<file path="src/rtl/ogrm_pkg.sv">
`timescale 1ns / 1ps
`default_nettype none
// ----------------------------------------------------------------------------
// Occupancy grid running mean package
// Shared item types, operation codes and register indexes.
// ----------------------------------------------------------------------------
package ogrm_pkg;

    localparam logic [1:0] OP_UPDATE = 2'd0;
    localparam logic [1:0] OP_READ   = 2'd1;
    localparam logic [1:0] OP_CLEAR  = 2'd2;
    localparam logic [1:0] OP_NOP    = 2'd3;

    localparam logic [2:0] REG_WIDTH     = 3'd0;
    localparam logic [2:0] REG_HEIGHT    = 3'd1;
    localparam logic [2:0] REG_INTERVAL  = 3'd2;
    localparam logic [2:0] REG_NEAR_SKIP = 3'd3;
    localparam logic [2:0] REG_THRESHOLD = 3'd4;
    localparam logic [2:0] REG_WARMUP    = 3'd5;

    typedef struct packed {
        logic [1:0]  operation;
        logic [7:0]  column;
        logic [7:0]  row;
        logic [7:0]  raw_intensity;
        logic [15:0] point_index;
    } t_in_item;

    typedef struct packed {
        logic [7:0]  pixel_value;
        logic [15:0] hit_count;
        logic        pixel_written;
        logic        map_ready;
    } t_out_item;

    typedef struct packed {
        logic start;
        logic clr_step;
        logic clr_done_set;
        logic rd_issue;
        logic div_start;
        logic wr_issue;
        logic finish;
    } t_cmd;

    typedef struct packed {
        logic clr_last;
        logic div_done;
        logic pass_due;
    } t_status;

endpackage
`default_nettype wire

</file>
<file path="src/rtl/ogrm_ctrl.sv">
`timescale 1ns / 1ps
`default_nettype none
// ----------------------------------------------------------------------------
// Occupancy grid running mean controller
// Sequences the clearing pass, store reads, the divider and write back.
// ----------------------------------------------------------------------------
module ogrm_ctrl
    import ogrm_pkg::*;
(
    input  wire logic    i_clk,
    input  wire logic    i_rst_n,
    input  wire logic    i_in_valid,
    input  wire logic    i_out_full,
    input  wire t_status i_status,
    output logic         o_in_stall,
    output t_cmd         o_cmd
);

    typedef enum logic [6:0] {
        S_CLEAR = 7'b0000001,
        S_IDLE  = 7'b0000010,
        S_READ  = 7'b0000100,
        S_DATA  = 7'b0001000,
        S_DIV   = 7'b0010000,
        S_WRITE = 7'b0100000,
        S_DONE  = 7'b1000000
    } t_state;

    t_state r_state, n_state;

    always_ff @(posedge i_clk) begin
        if (!i_rst_n) begin
            r_state <= S_CLEAR;
        end else begin
            r_state <= n_state;
        end
    end

    always_comb begin
        n_state    = r_state;
        o_cmd      = '0;
        o_in_stall = 1'b1;
        case (r_state)
            S_CLEAR: begin
                o_cmd.clr_step = 1'b1;
                if (i_status.clr_last) begin
                    o_cmd.clr_done_set = 1'b1;
                    n_state = S_IDLE;
                end
            end
            S_IDLE: begin
                o_in_stall = i_out_full;
                if (i_in_valid && !i_out_full) begin
                    o_cmd.start = 1'b1;
                    n_state = S_READ;
                end
            end
            S_READ: begin
                o_cmd.rd_issue = 1'b1;
                n_state = S_DATA;
            end
            S_DATA: begin
                o_cmd.div_start = 1'b1;
                n_state = S_DIV;
            end
            S_DIV: begin
                if (i_status.div_done) begin
                    n_state = S_WRITE;
                end
            end
            S_WRITE: begin
                o_cmd.wr_issue = 1'b1;
                n_state = S_DONE;
            end
            S_DONE: begin
                o_cmd.finish = 1'b1;
                if (i_status.pass_due) begin
                    n_state = S_CLEAR;
                end else begin
                    n_state = S_IDLE;
                end
            end
            default: n_state = S_IDLE;
        endcase
    end

endmodule
`default_nettype wire

</file>
<file path="config.mk">
export PLATFORM = sky130hd
export DESIGN_NAME = ogrm_ctrl
export DESIGN_NICKNAME = d
export VERILOG_FILES = /design/src/rtl/ogrm_pkg.sv /design/src/rtl/ogrm_ctrl.sv
export SDC_FILE = /design/constraint.sdc
export NUM_CORES = 1
export LEC_CHECK = 0
export BUFFER_PORTS_ARGS = -buffer_cell sky130_fd_sc_hd__buf_2
export CAP_MARGIN = 20
export CORE_AREA = 2 2 39 41
export CTS_CLUSTER_DIAMETER = 200
export DETAILED_ROUTE_END_ITERATION = 8
export DIE_AREA = 0 0 41 43
export MAX_ROUTING_LAYER = met4
export PLACE_DENSITY = 0.54
export SYNTH_ARGS = -nofsm -noshare
export SYNTH_HDL_FRONTEND = slang
export SYNTH_SLANG_ARGS = --single-unit
</file>
<file path="constraint.sdc">
create_clock -name i_clk -period 1.1 [get_ports i_clk]
set_input_delay 0.165 -clock i_clk [delete_from_list [all_inputs] [get_ports i_clk]]
set_output_delay 0.165 -clock i_clk [all_outputs]
set_load 0.05 [all_outputs]
</file>
# Word-level counts from Yosys, hierarchy flattened
# Cells that the tools add are included.
dict set report totals {
  register_bits 7
  latch_bits 0
  ram_bits 0
  rom_bits 0
  inputBits 7
  out_inout_bits 8
  wordCells 28
  memories 0
}
dict set report op_classes {
  addsub 0
  multipliers 0
  n_div 0
  order_cmp 0
  n_eq_ne 10
  shifts 0
  n_mux 14
  n_bitwise 0
  reduce_logical 3
}
# operator n
set ops {}
lappend ops {{case mux 7 bit (7 select lines)} 1}
lappend ops {{2-to-1 mux 7 bit} 3}
lappend ops {{2-to-1 mux 1 bit} 8}
lappend ops {{== test 7 x 1 -> 1 bit (second input constant)} 1}
lappend ops {{== test 7 x 2 -> 1 bit (second input constant)} 1}
lappend ops {{== test 7 x 3 -> 1 bit (second input constant)} 1}
lappend ops {{== test 7 x 4 -> 1 bit (second input constant)} 1}
lappend ops {{== test 7 x 5 -> 1 bit (second input constant)} 1}
lappend ops {{== test 7 x 6 -> 1 bit (second input constant)} 1}
lappend ops {{== test 7 bit (second input constant)} 1}
lappend ops {{inequality test 2 bit (second input constant)} 3}
lappend ops {{2-to-1 mux 2 bit} 2}
lappend ops {{AND reduction 3 bit} 1}
lappend ops {{logical AND 1 bit} 1}
lappend ops {{logical NOT 1 bit} 1}

# Longest topological paths before layout
# Gate-level depths: netlist (run 1).
dict set report depth {
  ltp_word 4
  depth_mapped 4
  ltp_nobuf 4
}

# Least setup slack after synthesis (run 1)
# Ideal clock, no wire load.
dict set report synth_timing {
  path_type {reg2out}
  from {register r_state[2]}
  to {output o_cmd[4] in the netlist's numbering}
  t_arrival_ps 1933
  required_ps 935
  slack_ps -998
  stages_incl_launch_ff 5
  path_buffers 0
  cell_sequence {dfxtp_1 nor3_4 nand2_2 nor2_1 and2_1}
}
# item line_no
set synth_lines {}
lappend synth_lines {{from (decl)} ogrm_ctrl.sv:29} ;# t_state r_state, n_state;
lappend synth_lines {{from (signal assigned)} ogrm_ctrl.sv:35} ;# r_state <= n_state;
lappend synth_lines {{to (decl)} ogrm_ctrl.sv:16} ;# output t_cmd o_cmd

==> impl_metrics.csv, run 1 <==
group,metric,value,unit
run_status,status,"finished, violations left",
run_status,violations,"setup timing",
worst_setup_path,critPathLaunchType,"flip-flop",
worst_setup_path,path_buf_inv,1,
finish,nets,91,
logic_synthesis,synth_most_common_cell,"dfxtp_1",
place,place_hpwl,838,um
worst_setup_path,cp-end-kind,"primary output",
finish,layout-drive-gt1-share,0.7590,
power_and_ir_drop,p_sw_frac,0.3782,
logic_synthesis,synthArstFlopShare,0,
grt,grt_max_degree,8,
clock_network,cts_root_buffer,"clkbuf_4",
sta,fin_crit_sh,1.392,
power_and_ir_drop,p_int,0.7061,mW
routing,drtIter0Drc,2,
worst_setup_path,crit_family,"simple AND/OR/NAND/NOR gates",
power_and_ir_drop,p_comb_frac,0.512,
routing,drt_wl_total,1124,um
worst_hold_path,hold_path.class,"in -> reg",
sta,setup_slack,-0.4308,ns
power_and_ir_drop,p_total,1.136,mW
sta,clock_skew,0.004430,ns
clock_network,cts_buffers,3,
worst_setup_path,path_cells,"nor2_4 -> nand2_4 -> nor4b_4 -> buf_6",
worst_setup_path,crit_type,"reg -> out",
sta,final_max_slew_viol_count,0,
routing,drtAntennaViolNets,0,
sta,rsz0062_at_grt,"yes",
finish,diodes,0,
routing,wl_per_cell,11.35,um
power_and_ir_drop,p_seq_frac,0.279,
logic_synthesis,synth.cells.most_frequent,"dfxtp_1, nand2_1",
grt,grt_overflow,0,
place,post-place-cells,90,
clock_network,clk_pin_slew_worst_paths,0.05,ns
worst_setup_path,cp.required,0.94,ns
clock_network,clk_latency,0.26,ns
logic_synthesis,ys_seq_area_frac,0.3384,
die,die_y,43,um
place,post-place-ws,-0.2724,ns
logic_synthesis,synthFlopType,"dfxtp_1",
clock_network,cts_sinks,7,
logic_synthesis,synth_top_area_frac,0.3384,
clock_network,cts_max_path_buffers,2,
routing,vias,453,
logic_synthesis,synth_nets,53,
sta,fin_crit,1.531,ns
finish,finalNonFillerCells,99,
power_and_ir_drop,ir_drop,1072,uV
clock_network,cts_hold_buf,0,
sta,holdWs,0.1534,ns
finish,largest-register,"r_state",
clock_network,htreeDepth,1,
finish,top_regs,"r_state: 7 flops",
sta,hold_viol_final,0,
logic_synthesis,yosysTopAreaCell,"dfxtp_1",
logic_synthesis,synthDistinctLibCells,24,
logic_synthesis,syn_area,414.1,um2
die,die_w,41,um
die,coreArea,1384,um2
grt,grt_pass1_vias,456,
place,gp_congestion,0.7817,
routing,viasPerCell,4.576,
finish,syn2layout_area_growth,105.4,%
die,initial_core_util,0.2993,
die,die-area,1763,um2
sta,slew_headroom,0.8071,
grt,grt_pass1_wl,1849,um
worst_setup_path,critPathArrivalTime,1.37,ns
place,port_buffers,14,
worst_setup_path,worst-path-max-fanout,4,
sta,worst_pin_slew,0.2888,ns
routing,drc_errors,0,
power_and_ir_drop,power_density,1335,nW/um2
sta,fmax,0.6533,GHz
job,max_cap_viol_count,0,
worst_setup_path,slowest_stage,"dfxtp_2",
power_and_ir_drop,power_frac_clock,0.209,
power_and_ir_drop,power.switching,0.4295,mW
die,placement_rows,14,
routing,first_pass_iters,2,
power_and_ir_drop,leakagePower,0.3614,nW
finish,largest_reg_flops,7,
clock_network,cts_tree,"done",
logic_synthesis,ys_seq_elements,7,
logic_synthesis,synthCells,46,
logic_synthesis,yosys-top-cells-area,"dfxtp_1, nor4b_2, and2_1, nor2b_1, nor3_4",
grt,antenna_found_initial,0,
logic_synthesis,synth-edff-count,0,
die,io_pins,15,
grt,grt_use_total,0.1637,
worst_setup_path,slowest_delay,0.33,ns
logic_synthesis,syn_avg_cell_area,9.003,um2
sta,setup_violations,13,
logic_synthesis,synth_warnings,0,
-- metrics by stage --
stage,setup TNS [ns],utilization,area (um2)
after global placement,-2.417,0.4892,676.9
after global routing,-5.237,0.6148,850.8
after CTS,-4.215,0.5976,827.0
after floorplan,-3.736,-,481.7
after detailed placement,-2.475,0.4892,676.9
final,-4.106,0.6148,850.8
-- power groups by stage --
stage / combinational [mW] / sequential (mW) / clock [mW]
floorplan: 0.297 / 0.316 / 0
global placement: 0.451 / 0.315 / 0
detailed placement: 0.450 / 0.316 / 0
CTS: 0.551 / 0.317 / 0.248
global route: 0.623 / 0.320 / 0.263
finish: 0.581 / 0.317 / 0.237
-- placed cells by master, fill, tap and decap left out, drive strengths merged, types with 2 or more instances in the layout --
| master | n |
|---|---|
| and2 | 3 |
| buf | 33 |
| clkbuf | 4 |
| dfxtp | 7 |
| nand2 | 5 |
| nand2b | 2 |
| nand3 | 2 |
| nor2 | 4 |
| nor2b | 3 |
| nor3 | 3 |
| nor4b | 3 |
| o21ai | 4 |
-- what timing repair did --
action                                  in CTS  in global routing
setup buffers                                3                  2
endpoints found under the setup margin      13                 15
gates resized for setup                     29                  2
pin swaps                                   11                  9
-- cell type report --
type,count,area (um2)
flip-flops and latches,7,148.9
repair buffers,33,267.8
well taps,16,20.02
inverters,1,3.754
multi-input cells,38,384.1
clock buffers,4,26.28
fillers,123,533.0
-- kinds of logic after synthesis --
family                 after synthesis  share of synthesized area
AO/OA/AOI/OAI                       10                     0.1843
XOR/XNOR                             1                    0.02115
buffers and inverters                1                   0.009055
flip-flops                           7                     0.3384
AND/OR/NAND/NOR                     27                     0.4472
-- path summary, 6_finish.rpt --
check | start | to | slack [ns] | depth (start not counted)
worst max-delay path | r_state[4] | o_cmd[3] | -0.43 | 4
worst min-delay path | i_status[0] | r_state[0] | 0.15 | 2
worst max register to register | r_state[5] | r_state[4] | -0.26 | 6
worst min register to register | r_state[0] | r_state[0] | 0.59 | 1
-- per-layer routing --
| layer | share of wire | track usage |
|---|---|---|
| met1 | 0.45 | 0.2129 |
| met2 | 0.49 | 0.2156 |
| met3 | 0.053 | 0.09424 |
| met4 | 0.0080 | 0.04000 |
| met5 | 0 | - |
-- worst register-to-register path, cell delays in order, from the launching register on --
cell,delay (ns)
dfxtp_2,0.33
nor3_4,0.22
buf_6,0.14
nand2_4,0.05
buf_4,0.15
o22ai_4,0.20
o221a_1,0.21
Power figures use the tool's default switching activity.
==> run 2: changes to the inputs <==
==> constraint.sdc (replaced) <==
create_clock -name i_clk -period 1.4 [get_ports i_clk]
set_input_delay 0.35 -clock i_clk [delete_from_list [all_inputs] [get_ports i_clk]]
set_output_delay 0.35 -clock i_clk [all_outputs]
set_load 0.05 [all_outputs]
==> impl_metrics.csv, run 2 (same netlist as run 1, synthesis figures left out) <==
group,metric,value,unit
finish,syn2layout_area_growth,108.5,%
worst_setup_path,path_buf_inv,1,
finish,multi_input_area,381.6,um2
power_and_ir_drop,power_frac_clock,0.214,
power_and_ir_drop,leakagePower,0.3619,nW
sta,fin_crit_sh,1.214,
worst_setup_path,path_cells,"nor3_4 -> nand3_2 -> or2_4 -> buf_6",
routing,drtIter0Drc,7,
grt,grt_pass1_wl,2214,um
power_and_ir_drop,p_comb_frac,0.518,
place,post-place-ws,-0.1440,ns
power_and_ir_drop,p_seq_frac,0.268,
worst_setup_path,cp-end-kind,"primary output",
die,placement_rows,14,
place,gp_congestion,0.8295,
power_and_ir_drop,ir_drop,905.3,uV
power_and_ir_drop,power.switching,0.3584,mW
worst_setup_path,crit_type,"reg -> out",
finish,largest_reg_flops,7,
finish,diodes,0,
clock_network,clk_pin_slew_worst_paths,0.06,ns
clock_network,cts_max_path_buffers,2,
grt,grt_pass1_vias,521,
finish,top_regs,"r_state: 7 flops",
run_status,violations,"setup timing",
clock_network,clk_latency,0.27,ns
worst_setup_path,slowest_delay,0.33,ns
job,max_cap_viol_count,0,
die,die-area,1763,um2
finish,layout_common_cells,"buf_4, buf_6, buf_2",
power_and_ir_drop,power_density,1062,nW/um2
routing,drt_wl_total,1316,um
routing,first_pass_iters,2,
place,post-place-cells,89,
clock_network,htreeDepth,1,
sta,hold_viol_final,0,
finish,seqCellArea,150.1,um2
finish,fill_cells,109,
worst_setup_path,critPathArrivalTime,1.35,ns
clock_network,cts_buffers,3,
sta,rsz0062_at_grt,"yes",
routing,vias,500,
finish,layout_commonest_cell,"buf_4",
clock_network,cts_tree,"done",
worst_setup_path,crit_family,"simple AND/OR/NAND/NOR gates",
grt,antenna_found_initial,0,
sta,worst_pin_slew,0.2800,ns
die,io_pins,15,
sta,clock_skew,0.005081,ns
place,port_buffers,14,
finish,nets,92,
routing,viasPerCell,5.000,
finish,largest-register,"r_state",
grt,grt_overflow,0,
clock_network,cts_root_buffer,"clkbuf_4",
die,die_w,41,um
routing,drc_errors,0,
power_and_ir_drop,p_sw_frac,0.3909,
power_and_ir_drop,p_int,0.5584,mW
worst_hold_path,hold_path.class,"in -> reg",
worst_setup_path,critPathLaunchType,"flip-flop",
routing,drtAntennaViolNets,0,
finish,final_core_util,0.6239,
clock_network,cts_sinks,7,
finish,finalNonFillerCells,100,
grt,grt_use_total,0.1946,
die,coreArea,1384,um2
sta,final_max_slew_viol_count,0,
worst_setup_path,worst-path-max-fanout,3,
sta,fin_crit,1.699,ns
finish,layout-drive-gt1-share,0.7619,
die,die_y,43,um
worst_setup_path,cp.required,1.05,ns
worst_setup_path,slowest_stage,"dfxtp_2",
die,initial_core_util,0.2993,
grt,grt_max_degree,8,
routing,wl_per_cell,13.16,um
run_status,status,"finished, violations left",
place,place_hpwl,846,um
sta,setup_slack,-0.2993,ns
power_and_ir_drop,p_total,0.9168,mW
sta,fmax,0.5885,GHz
sta,setup_violations,8,
sta,slew_headroom,0.8129,
run 2: cell count changes in the layout (fill, tap and decap cells not counted), sizes merged:
| cell | before | now |
|---|---|---|
| buf | 33 | 34 |
run 2: worst paths after layout:
| kind | from | endpoint | slack [ns] | cells past startpoint |
|---|---|---|---|---|
| min reg2reg | r_state[4] | r_state[5] | 0.65 | 3 |
| min | i_status[0] | r_state[0] | 0.33 | 2 |
| max | r_state[3] | o_in_stall | -0.30 | 4 |
| max reg2reg | r_state[0] | r_state[0] | 0 | 5 |
run 2: final cells by class:
| cell class | count | share of cell area |
|---|---|---|
| Sequential cell | 7 | 0.1739 |
| Inverter | 1 | 0.004348 |
| Tap cell | 16 | 0.02319 |
| Timing Repair Buffer | 34 | 0.3261 |
| Clock buffer | 4 | 0.03043 |
| Multi-Input combinational cell | 38 | 0.4420 |
run 2: power groups by stage:
| stage | Combinational [mW] | Sequential, mW | Clock [mW] |
|---|---|---|---|
| after floorplan | 0.239 | 0.247 | 0 |
| after global routing | 0.511 | 0.249 | 0.211 |
| after global placement | 0.356 | 0.246 | 0 |
| after detailed placement | 0.352 | 0.248 | 0 |
| final | 0.475 | 0.246 | 0.196 |
| after CTS | 0.455 | 0.246 | 0.198 |
run 2: worst reg2reg max path: cells and delay by family, from the launching register on:
family	cells	cell delay [ns]
buffers and inverters	1	0.14
AO/OA/AOI/OAI	3	0.66
AND/OR/NAND/NOR	1	0.15
flip-flops	1	0.35
run 2: through the flow:
step | setup TNS [ns] | hold WS [ns] | instance area [um2]
global placement | -1.004 | 0.6062 | 674.4
detailed placement | -0.9101 | 0.6052 | 674.4
finish | -2.078 | 0.3270 | 863.3
CTS | -2.207 | 0.3349 | 843.3
global route | -2.897 | 0.3395 | 863.3
floorplan | -1.310 | 0.4586 | 486.7
run 2: what timing repair did:
item / in CTS / in global routing
endpoints found under the setup margin: 10 / 12
cloned: 0 / 0
setup buffers: 6 / 3
pin swaps: 11 / 5
resized for setup: 27 / 3
hold buffers: 0 / 0
run 2: routing by layer:
metal,part of all wire,GRT usage
met5,0,-
met3,0.029,0.04712
met4,0.022,0.1000
met2,0.53,0.2969
met1,0.41,0.2258
